**config.mk**
```make
export PLATFORM = sky130hd
export DESIGN_NAME = pidf_controller_step_unit
export DESIGN_NICKNAME = d
export VERILOG_FILES = /design/src/pidf_pkg.sv /design/src/pidf_muldiv.sv /design/src/pidf_controller_step_unit.sv
export SDC_FILE = /design/constraint.sdc
export NUM_CORES = 2
export LEC_CHECK = 0
export BUFFER_PORTS_ARGS = -buffer_cell sky130_fd_sc_hd__buf_2
export CAP_MARGIN = 20
export CORE_UTILIZATION = 59
export CTS_BUF_LIST = sky130_fd_sc_hd__clkbuf_4
export DETAILED_ROUTE_END_ITERATION = 10
export HOLD_SLACK_MARGIN = 0.02
export PLACE_DENSITY = 0.79
export SLEW_MARGIN = 20
export SYNTH_ARGS = -nofsm -noshare
export SYNTH_HDL_FRONTEND = slang
export SYNTH_SLANG_ARGS = --single-unit
export TNS_END_PERCENT = 5
```
**constraint.sdc**
```tcl
create_clock -name clk -period 11.7 [get_ports clk]
set_input_delay 0.585 -clock clk [delete_from_list [all_inputs] [get_ports clk]]
set_output_delay 0.585 -clock clk [all_outputs]
set_load 0.02 [all_outputs]
```
**src/pidf_pkg.sv**
```systemverilog
`timescale 1ns / 1ps
package pidf_pkg;

  localparam int unsigned MplierW = 33;
  localparam int unsigned CfgIdxW = 3;
  localparam int unsigned CntW    = 7;

  localparam logic [CntW-1:0] MulSteps = 7'd33;
  localparam logic [CntW-1:0] DivSteps = 7'd64;

  localparam logic [MplierW-1:0] MicrosPerSec = 33'd1000000;

  // register indexes of the configuration port
  localparam logic [CfgIdxW-1:0] CFG_KP    = 3'd0;
  localparam logic [CfgIdxW-1:0] CFG_KI    = 3'd1;
  localparam logic [CfgIdxW-1:0] CFG_KD    = 3'd2;
  localparam logic [CfgIdxW-1:0] CFG_KF    = 3'd3;
  localparam logic [CfgIdxW-1:0] CFG_FLOOR = 3'd4;
  localparam logic [CfgIdxW-1:0] CFG_CEIL  = 3'd5;
  localparam logic [CfgIdxW-1:0] CFG_ILIM  = 3'd6;

  localparam logic signed [64:0] DerivMax = 65'sd2147483647;
  localparam logic signed [64:0] DerivMin = -65'sd2147483648;

  localparam logic signed [31:0] FloorRst = -32'sd65536;
  localparam logic signed [31:0] CeilRst  = 32'sd65536;
  localparam logic [30:0]        IlimRst  = 31'd65536000;

  localparam logic ACT_UPDATE = 1'b0;
  localparam logic ACT_CLEAR  = 1'b1;

  typedef enum logic {
    MU_MUL,
    MU_DIV
  } mu_op_t;

  typedef struct packed {
    logic   go;
    mu_op_t op;
  } mu_req_t;

  typedef struct packed {
    logic busy;
    logic done;
  } mu_stat_t;

  function automatic logic [31:0] mag32(input logic signed [31:0] v);
    mag32 = v[31] ? 32'(-v) : 32'(v);
  endfunction

endpackage

```
**src/pidf_muldiv.sv**
```systemverilog
`timescale 1ns / 1ps
// Shared bit-serial unit: shift-add multiply (one multiplier bit a cycle) and
// restoring divide (one quotient bit a cycle). Unsigned magnitudes only.
module pidf_muldiv (
  input  logic                    clk,
  input  logic                    rst_n,
  input  pidf_pkg::mu_req_t       req,
  input  logic [63:0]             op_a,
  input  logic [32:0]             op_b,
  output pidf_pkg::mu_stat_t      stat,
  output logic [63:0]             result
);
  import pidf_pkg::*;

  mu_op_t          op_r;
  logic            busy_r;
  logic            done_r;
  logic [CntW-1:0] cnt_r;
  logic [63:0]     acc_r;    // product, or dividend shifting into quotient
  logic [63:0]     mcand_r;  // multiplicand, or divisor in the low half
  logic [32:0]     mplier_r;
  logic [32:0]     rem_r;

  logic [32:0] trial;
  logic        fits;

  assign trial = {rem_r[31:0], acc_r[63]};
  assign fits  = trial >= {1'b0, mcand_r[31:0]};

  always_ff @(posedge clk) begin
    if (!rst_n) begin
      busy_r <= 1'b0;
      done_r <= 1'b0;
      cnt_r  <= '0;
      op_r   <= MU_MUL;
    end else begin
      done_r <= 1'b0;
      if (req.go) begin
        busy_r   <= 1'b1;
        op_r     <= req.op;
        rem_r    <= '0;
        mplier_r <= op_b;
        if (req.op == MU_MUL) begin
          acc_r   <= '0;
          mcand_r <= op_a;
          cnt_r   <= MulSteps - 7'd1;
        end else begin
          acc_r   <= op_a;
          mcand_r <= {32'd0, op_b[31:0]};
          cnt_r   <= DivSteps - 7'd1;
        end
      end else if (busy_r) begin
        if (op_r == MU_MUL) begin
          if (mplier_r[0]) acc_r <= acc_r + mcand_r;
          mcand_r  <= {mcand_r[62:0], 1'b0};
          mplier_r <= {1'b0, mplier_r[32:1]};
        end else begin
          rem_r <= fits ? trial - {1'b0, mcand_r[31:0]} : trial;
          acc_r <= {acc_r[62:0], fits};
        end
        cnt_r <= cnt_r - 7'd1;
        if (cnt_r == '0) begin
          busy_r <= 1'b0;
          done_r <= 1'b1;
        end
      end
    end
  end

  assign stat.busy = busy_r;
  assign stat.done = done_r;
  assign result    = acc_r;

endmodule

```
**src/pidf_controller_step_unit.sv**
```systemverilog
`timescale 1ns / 1ps
// PIDF controller step, Q16.16 fixed point, 32-bit wrapping microsecond time.
// Input channel (in_*): one request per sample; action update or clear.
//   A clear request is absorbed with no result. After reset, an update before
//   any clear answers drive 0 with priming set; later updates answer a drive value.
// Output channel (out_*): one registered result; held while out_stall is high.
// Config port (cfg_*): write-only, one register per cycle; the user must write only while idle (not enforced).
// Timing: all arithmetic runs through one bit-serial multiply/divide unit.
//   Derivative: 33-step multiply + 64-step divide (skipped when dt is 0).
//   Integral:   33-step multiply + 64-step divide.
//   Output:     four 33-step multiplies, one per gain term.
//   Each operation is launched by a registered request and handed off on its
//   done strobe; clear and priming requests do not use the unit.
// in_stall is high while a request is being worked on; a finished result may
// wait in the output register while the next request is taken.
// Reset (synchronous, rst_n low): gains 0, limits -1.0/+1.0, integral limit
// 1000.0, integral, last error and last time cleared, controller unprimed.
module pidf_controller_step_unit (
  input  logic               clk,
  input  logic               rst_n,
  input  logic               in_valid,
  output logic               in_stall,
  input  logic               in_action,
  input  logic signed [31:0] in_error_value,
  input  logic signed [31:0] in_velocity_value,
  input  logic [31:0]        in_time_us,
  output logic               out_valid,
  input  logic               out_stall,
  output logic signed [31:0] out_drive_value,
  output logic               out_priming,
  input  logic               cfg_we,
  input  logic [2:0]         cfg_index,
  input  logic [31:0]        cfg_data
);
  import pidf_pkg::*;

  typedef enum logic [2:0] {
    S_IDLE,
    S_DMUL,
    S_DDIV,
    S_IMUL,
    S_IDIV,
    S_TERM,
    S_CLAMP,
    S_PUT
  } state_t;

  state_t state_r;

  // configuration
  logic signed [31:0] kp_r, ki_r, kd_r, kf_r, floor_r, ceil_r;
  logic [30:0]        ilim_r;

  // controller state
  logic               started_r;
  logic signed [31:0] integ_r;
  logic signed [31:0] last_err_r;
  logic [31:0]        last_time_r;

  // per-request working registers
  logic signed [31:0] err_r, vel_r, deriv_r, drv_r;
  logic [31:0]        dt_r;
  logic               dneg_r, tneg_r, prime_r;
  logic [1:0]         k_r;
  logic signed [49:0] sum_r;

  logic               out_valid_r, out_prime_r;
  logic signed [31:0] out_drive_r;

  mu_req_t     req_r;
  logic [63:0] opa_r;
  logic [32:0] opb_r;
  mu_stat_t    mu_stat;
  logic [63:0] mu_res;

  pidf_muldiv u_muldiv (
    .clk    (clk),
    .rst_n  (rst_n),
    .req    (req_r),
    .op_a   (opa_r),
    .op_b   (opb_r),
    .stat   (mu_stat),
    .result (mu_res)
  );

  logic               in_acc;
  logic               mu_launch;
  logic signed [32:0] diff;
  logic [32:0]        diff_mag;
  logic [31:0]        dt_now;
  logic signed [64:0] dsv;
  logic signed [31:0] deriv_sat;
  logic signed [46:0] qv, isum, lim;
  logic signed [31:0] integ_new;
  logic signed [63:0] pv;
  logic signed [49:0] sum_nxt, fl50, ce50;
  logic [1:0]         tsel;
  logic signed [31:0] tg, tx;
  logic               out_free;

  assign in_acc   = in_valid && !in_stall;
  assign in_stall = (state_r != S_IDLE);
  assign out_free = !out_valid_r || !out_stall;

  // a new operation starts on every handoff except after the last gain term, and on a started update
  assign mu_launch = mu_stat.done ? !(state_r == S_TERM && k_r == 2'd3)
                                  : (in_acc && in_action == ACT_UPDATE && started_r);

  assign diff     = {in_error_value[31], in_error_value} - {last_err_r[31], last_err_r};
  assign diff_mag = diff[32] ? 33'(-diff) : 33'(diff);
  assign dt_now   = in_time_us - last_time_r;

  // derivative: signed quotient saturated to 32 bits
  assign dsv = dneg_r ? -$signed({1'b0, mu_res}) : $signed({1'b0, mu_res});
  always_comb begin
    if (dsv > DerivMax)      deriv_sat = DerivMax[31:0];
    else if (dsv < DerivMin) deriv_sat = DerivMin[31:0];
    else                     deriv_sat = dsv[31:0];
  end

  // integral: quotient is below 2^44, add and clamp to the limit
  assign qv   = err_r[31] ? -$signed({1'b0, mu_res[45:0]}) : $signed({1'b0, mu_res[45:0]});
  assign isum = {{15{integ_r[31]}}, integ_r} + qv;
  assign lim  = $signed({16'd0, ilim_r});
  always_comb begin
    if (isum > lim)       integ_new = lim[31:0];
    else if (isum < -lim) integ_new = 32'(-lim);
    else                  integ_new = isum[31:0];
  end

  // gain term: signed product, floor to Q16.16 by dropping 16 bits
  assign pv      = tneg_r ? -$signed(mu_res) : $signed(mu_res);
  assign sum_nxt = sum_r + {{2{pv[63]}}, pv[63:16]};
  assign fl50    = {{18{floor_r[31]}}, floor_r};
  assign ce50    = {{18{ceil_r[31]}}, ceil_r};

  assign tsel = (state_r == S_TERM) ? k_r + 2'd1 : 2'd0;
  always_comb begin
    case (tsel)
      2'd0:    begin tg = kp_r; tx = err_r;   end
      2'd1:    begin tg = ki_r; tx = integ_r; end
      2'd2:    begin tg = kd_r; tx = deriv_r; end
      default: begin tg = kf_r; tx = vel_r;   end
    endcase
  end

  always_ff @(posedge clk) begin
    if (!rst_n) begin
      state_r     <= S_IDLE;
      kp_r        <= '0;
      ki_r        <= '0;
      kd_r        <= '0;
      kf_r        <= '0;
      floor_r     <= FloorRst;
      ceil_r      <= CeilRst;
      ilim_r      <= IlimRst;
      started_r   <= 1'b0;
      integ_r     <= '0;
      last_err_r  <= '0;
      last_time_r <= '0;
      out_valid_r <= 1'b0;
      req_r       <= '{go: 1'b0, op: MU_MUL};
    end else begin
      if (!mu_launch) req_r.go <= 1'b0;
      // S_PUT owns the output valid while it is loading a result
      if (out_valid_r && !out_stall && state_r != S_PUT) out_valid_r <= 1'b0;

      if (cfg_we) begin
        unique case (cfg_index)
          CFG_KP:    kp_r    <= cfg_data;
          CFG_KI:    ki_r    <= cfg_data;
          CFG_KD:    kd_r    <= cfg_data;
          CFG_KF:    kf_r    <= cfg_data;
          CFG_FLOOR: floor_r <= cfg_data;
          CFG_CEIL:  ceil_r  <= cfg_data;
          CFG_ILIM:  ilim_r  <= cfg_data[30:0];
          default:   ;
        endcase
      end

      unique case (state_r)
        S_IDLE: begin
          if (in_acc) begin
            if (in_action == ACT_CLEAR) begin
              last_err_r  <= '0;
              last_time_r <= '0;
              started_r   <= 1'b1;
            end else if (!started_r) begin
              started_r   <= 1'b1;
              last_time_r <= in_time_us;
              drv_r       <= '0;
              prime_r     <= 1'b1;
              state_r     <= S_PUT;
            end else begin
              err_r       <= in_error_value;
              vel_r       <= in_velocity_value;
              dt_r        <= dt_now;
              dneg_r      <= diff[32];
              last_err_r  <= in_error_value;
              last_time_r <= in_time_us;
              prime_r     <= 1'b0;
              sum_r       <= '0;
              req_r       <= '{go: 1'b1, op: MU_MUL};
              if (dt_now != '0) begin
                // |diff| * 1e6, then divide by dt
                opa_r   <= {31'd0, diff_mag};
                opb_r   <= MicrosPerSec;
                state_r <= S_DMUL;
              end else begin
                deriv_r <= '0;
                opa_r   <= {32'd0, mag32(in_error_value)};
                opb_r   <= {1'b0, dt_now};
                state_r <= S_IMUL;
              end
            end
          end
        end
        S_DMUL: begin
          if (mu_stat.done) begin
            req_r   <= '{go: 1'b1, op: MU_DIV};
            opa_r   <= mu_res;
            opb_r   <= {1'b0, dt_r};
            state_r <= S_DDIV;
          end
        end
        S_DDIV: begin
          if (mu_stat.done) begin
            deriv_r <= deriv_sat;
            req_r   <= '{go: 1'b1, op: MU_MUL};
            opa_r   <= {32'd0, mag32(err_r)};
            opb_r   <= {1'b0, dt_r};
            state_r <= S_IMUL;
          end
        end
        S_IMUL: begin
          if (mu_stat.done) begin
            req_r   <= '{go: 1'b1, op: MU_DIV};
            opa_r   <= mu_res;
            opb_r   <= MicrosPerSec;
            state_r <= S_IDIV;
          end
        end
        S_IDIV: begin
          if (mu_stat.done) begin
            integ_r <= integ_new;
            k_r     <= 2'd0;
            req_r   <= '{go: 1'b1, op: MU_MUL};
            opa_r   <= {32'd0, mag32(tg)};
            opb_r   <= {1'b0, mag32(tx)};
            tneg_r  <= tg[31] ^ tx[31];
            state_r <= S_TERM;
          end
        end
        S_TERM: begin
          if (mu_stat.done) begin
            sum_r <= sum_nxt;
            if (k_r == 2'd3) begin
              state_r <= S_CLAMP;
            end else begin
              k_r    <= k_r + 2'd1;
              req_r  <= '{go: 1'b1, op: MU_MUL};
              opa_r  <= {32'd0, mag32(tg)};
              opb_r  <= {1'b0, mag32(tx)};
              tneg_r <= tg[31] ^ tx[31];
            end
          end
        end
        S_CLAMP: begin
          // floor takes precedence when the limits are crossed
          if (sum_r < fl50)      drv_r <= floor_r;
          else if (sum_r > ce50) drv_r <= ceil_r;
          else                   drv_r <= sum_r[31:0];
          state_r <= S_PUT;
        end
        S_PUT: begin
          if (out_free) begin
            out_valid_r <= 1'b1;
            out_drive_r <= drv_r;
            out_prime_r <= prime_r;
            state_r     <= S_IDLE;
          end
        end
        default: state_r <= S_IDLE;
      endcase
    end
  end

  assign out_valid       = out_valid_r;
  assign out_drive_value = out_drive_r;
  assign out_priming     = out_prime_r;

  a_prime_zero: assert property (@(posedge clk) disable iff (!rst_n)
    (out_valid && out_priming) |-> (out_drive_value == '0))
    else $error("priming result carries a nonzero drive");

  a_go_idle: assert property (@(posedge clk) disable iff (!rst_n)
    req_r.go |-> !mu_stat.busy)
    else $error("muldiv launched while busy");

  a_done_ctx: assert property (@(posedge clk) disable iff (!rst_n)
    mu_stat.done |-> (state_r != S_IDLE && state_r != S_PUT && state_r != S_CLAMP))
    else $error("muldiv finished outside a compute state");

  a_update_busy: assert property (@(posedge clk) disable iff (!rst_n)
    (in_acc && in_action == ACT_UPDATE && started_r) |=> (state_r != S_IDLE))
    else $error("started update request left the controller idle");

endmodule
```
==> metrics.csv <==
stage,metric,value,unit
power_and_ir_drop,power_density,115,nW/µm²
finish,nFillCells,8223,
timing,fin_hold_ws,99.8,ps
finish,final_common_cell,nand2_1,
clock_tree,cts_buffers,223,
die,core,102000,µm²
synth,yosysWarnings,0,
timing,slew_violations,0,
grt,antenna_found_initial,19,
synth,syn_nets,7628,
finish,drive_above_1_share,10.2,%
timing,fmaxAchievable,0.102,GHz
synth,synth.avg_cell_area,8.68,µm²
drt,routedWlPerCell,23.3,µm
die,start_util,59.8,%
die,die_area,105000,µm²
synth,yosys_register_bits,872,
synth,yosys-top-cells-area,"edfxtp_1 26%, dfxtp_1 11%, ha_1 9.0%",
placed_design,gp_congestion,1.08,
timing,setup_tns,0,ps
timing,fin_crit,9770,ps
finish,instances_no_fill,8855,
synth,synth_edf_count,536,
critical_path,critPathKind,flip-flop to flip-flop,
worst_hold_path,hold_class,input port to flip-flop,
clock_tree,path_clk_slew,80,ps
drt,first_pass_iters,9,
critical_path,crit_fanout,16,
synth,seq_area_frac_synth,37.3,%
die,fp.dieH,324,µm
critical_path,critical_path.top_delay_family,simple AND/OR/NAND/NOR gates,
die,num_rows,117,
critical_path,r2r_slack,1930,ps
drt,viasPerCell,6.47,
grt,grt_pass1_wl,311000,µm
critical_path,cp.arrival,10790,ps
run_status,outcome,completed,
clock_tree,clockRootBuffer,clkbuf_4,
finish,final_net_count,7873,
grt,grt_max_degree,87,
timing,setup_viol,0,
drt,ant_nets,0,
finish,areaGrowthSynthToFinish,10.5,%
die,die_x,324,µm
critical_path,critPathLaunchType,flip-flop,
drt,drt_wl_total,207000,µm
critical_path,slowest_delay,630,ps
timing,period_share,83.5,%
clock_tree,insertion_delay,1200,ps
clock_tree,h-tree-depth,4,
placed_design,portBuffers,171,
power_and_ir_drop,ir_drop,94.6,µV
placed_design,hpwl,150000,µm
synth,syn_area,61200,µm²
critical_path,worst-path-buf-inv,3,
placed_design,pre_cts_slack,2160,ps
critical_path,path_depth,31,
timing,fin_skew,66.6,ps
clock_tree,cts.path.max_buffers,3,
synth,synth.largest_area_cell,edfxtp_1,
drt,drtIter0Drc,6620,
grt,overflow,0,
critical_path,reg2reg_depth,31,
synth,synthCells,7046,
grt,track_usage,38.6,%
grt,grt_pass1_vias,53300,
timing,slew_headroom,26.6,%
finish,mostFrequentLayoutCells,"915 x nand2_1, 680 x a21oi_1, 536 x edfxtp_1",
synth,synth_top_area_share,26.3,%
drt,vias,57300,
timing,tightestPinTransition,1100,ps
synth,yosysUniqueCellTypes,93,
drt,drc_errors,0,
die,io_pins,172,
synth,ys_async_sr_fraction,0,%
critical_path,path_common_cell,nand2_1,
power_and_ir_drop,cellLeakagePower,26.2,nW
worst_hold_path,holdPathStages,2,
clock_tree,clock-sinks,872,
synth,synth_flop_cell,edfxtp_1,
critical_path,crit_path_top_delay_cell,or4b_2,
clock_tree,cts_tree,done,
power_and_ir_drop,total_power,7.77,mW
clock_tree,postCtsSetupRepairBufs,0,
critical_path,critPathRequiredTime,12720,ps
timing,rsz0062_at_grt,false,
timing,hold_viol_final,0,
critical_path,cp-end-kind,flip-flop,
timing,setup_slack,1930,ps
run,drv_cap,0,
placed_design,place_inst,8270,
## area by class of cell
cell class              count  area [µm²]  area share, %
repair buffers            424        3180           4.71
inverters                 304        1150           1.70
flip-flops and latches    872       22800           33.8
well taps                1368        1710           2.53
multi-input cells        5466       35800           53.0
clock buffers             325        2440           3.61
clock inverters            86         457          0.676
diodes                     10        25.0         0.0370
## registers in the layout (all words and copies together) (netlist names), 50 cells and up
register	cells
opa_r	64
sum_r	50
u_muldiv.mcand_r	64
u_muldiv.result	64
## timing repair
| action | in CTS | in global routing |
|---|---|---|
| gates resized for setup | 0 | 0 |
| hold buffers | 163 | 0 |
| endpoints found under the hold margin | 403 | 0 |
## layer usage
metal	GRT usage, %	vias to the layer above	wire [µm]
met2	59.2	3271	90700
met1	49.2	27100	79700
met5	0	-	132
met4	23.9	12	13600
met3	8.80	627	22400
li1	-	26300	-
## through the flow
stage | utilization, % | instance area (µm²)
floorplan | - | 61200
global placement | 61.6 | 63000
detailed placement | 61.6 | 63000
CTS | 66.0 | 67500
global route | 66.1 | 67600
finish | 66.1 | 67600
## cells in the mapped netlist, types with 72 or more instances
master	count
a21o_1	160
nor3_1	103
xnor2_1	347
o22ai_1	81
edfxtp_1	536
xor2_1	181
mux2i_1	125
inv_1	300
nand4_1	87
ha_1	439
clkbuf_1	361
o21ai_0	450
nand2b_1	72
nor2_1	465
a21oi_1	686
dfxtp_1	336
a22oi_1	94
nand2_1	916
nand3_1	122
## where the power goes
| group | total (mW) | switching [mW] | internal, mW |
|---|---|---|---|
| logic | 1.60 | 1.05 | 0.547 |
| clock network | 2.69 | 1.39 | 1.30 |
| registers | 3.48 | 0.0766 | 3.40 |
## worst paths after layout
kind	to	start
max	integ_r[13]	u_muldiv.result[1]
min reg2reg	out_drive_value[18]	drv_r[18]
max reg2reg	integ_r[13]	u_muldiv.result[1]
min	vel_r[14]	in_velocity_value[14]
## cells by family after synthesis
group | Yosys count | share of synthesized area, %
xor gates and xnor gates | 529 | 7.59
muxes | 171 | 2.89
DFF | 872 | 37.3
AOI/OAI and AO/OA | 2117 | 21.8
and+or+nand+nor | 2203 | 16.8
adders and majority gates | 446 | 9.19
buffers and inverters | 708 | 4.41
No activity file was read; power rests on OpenSTA's default activity.
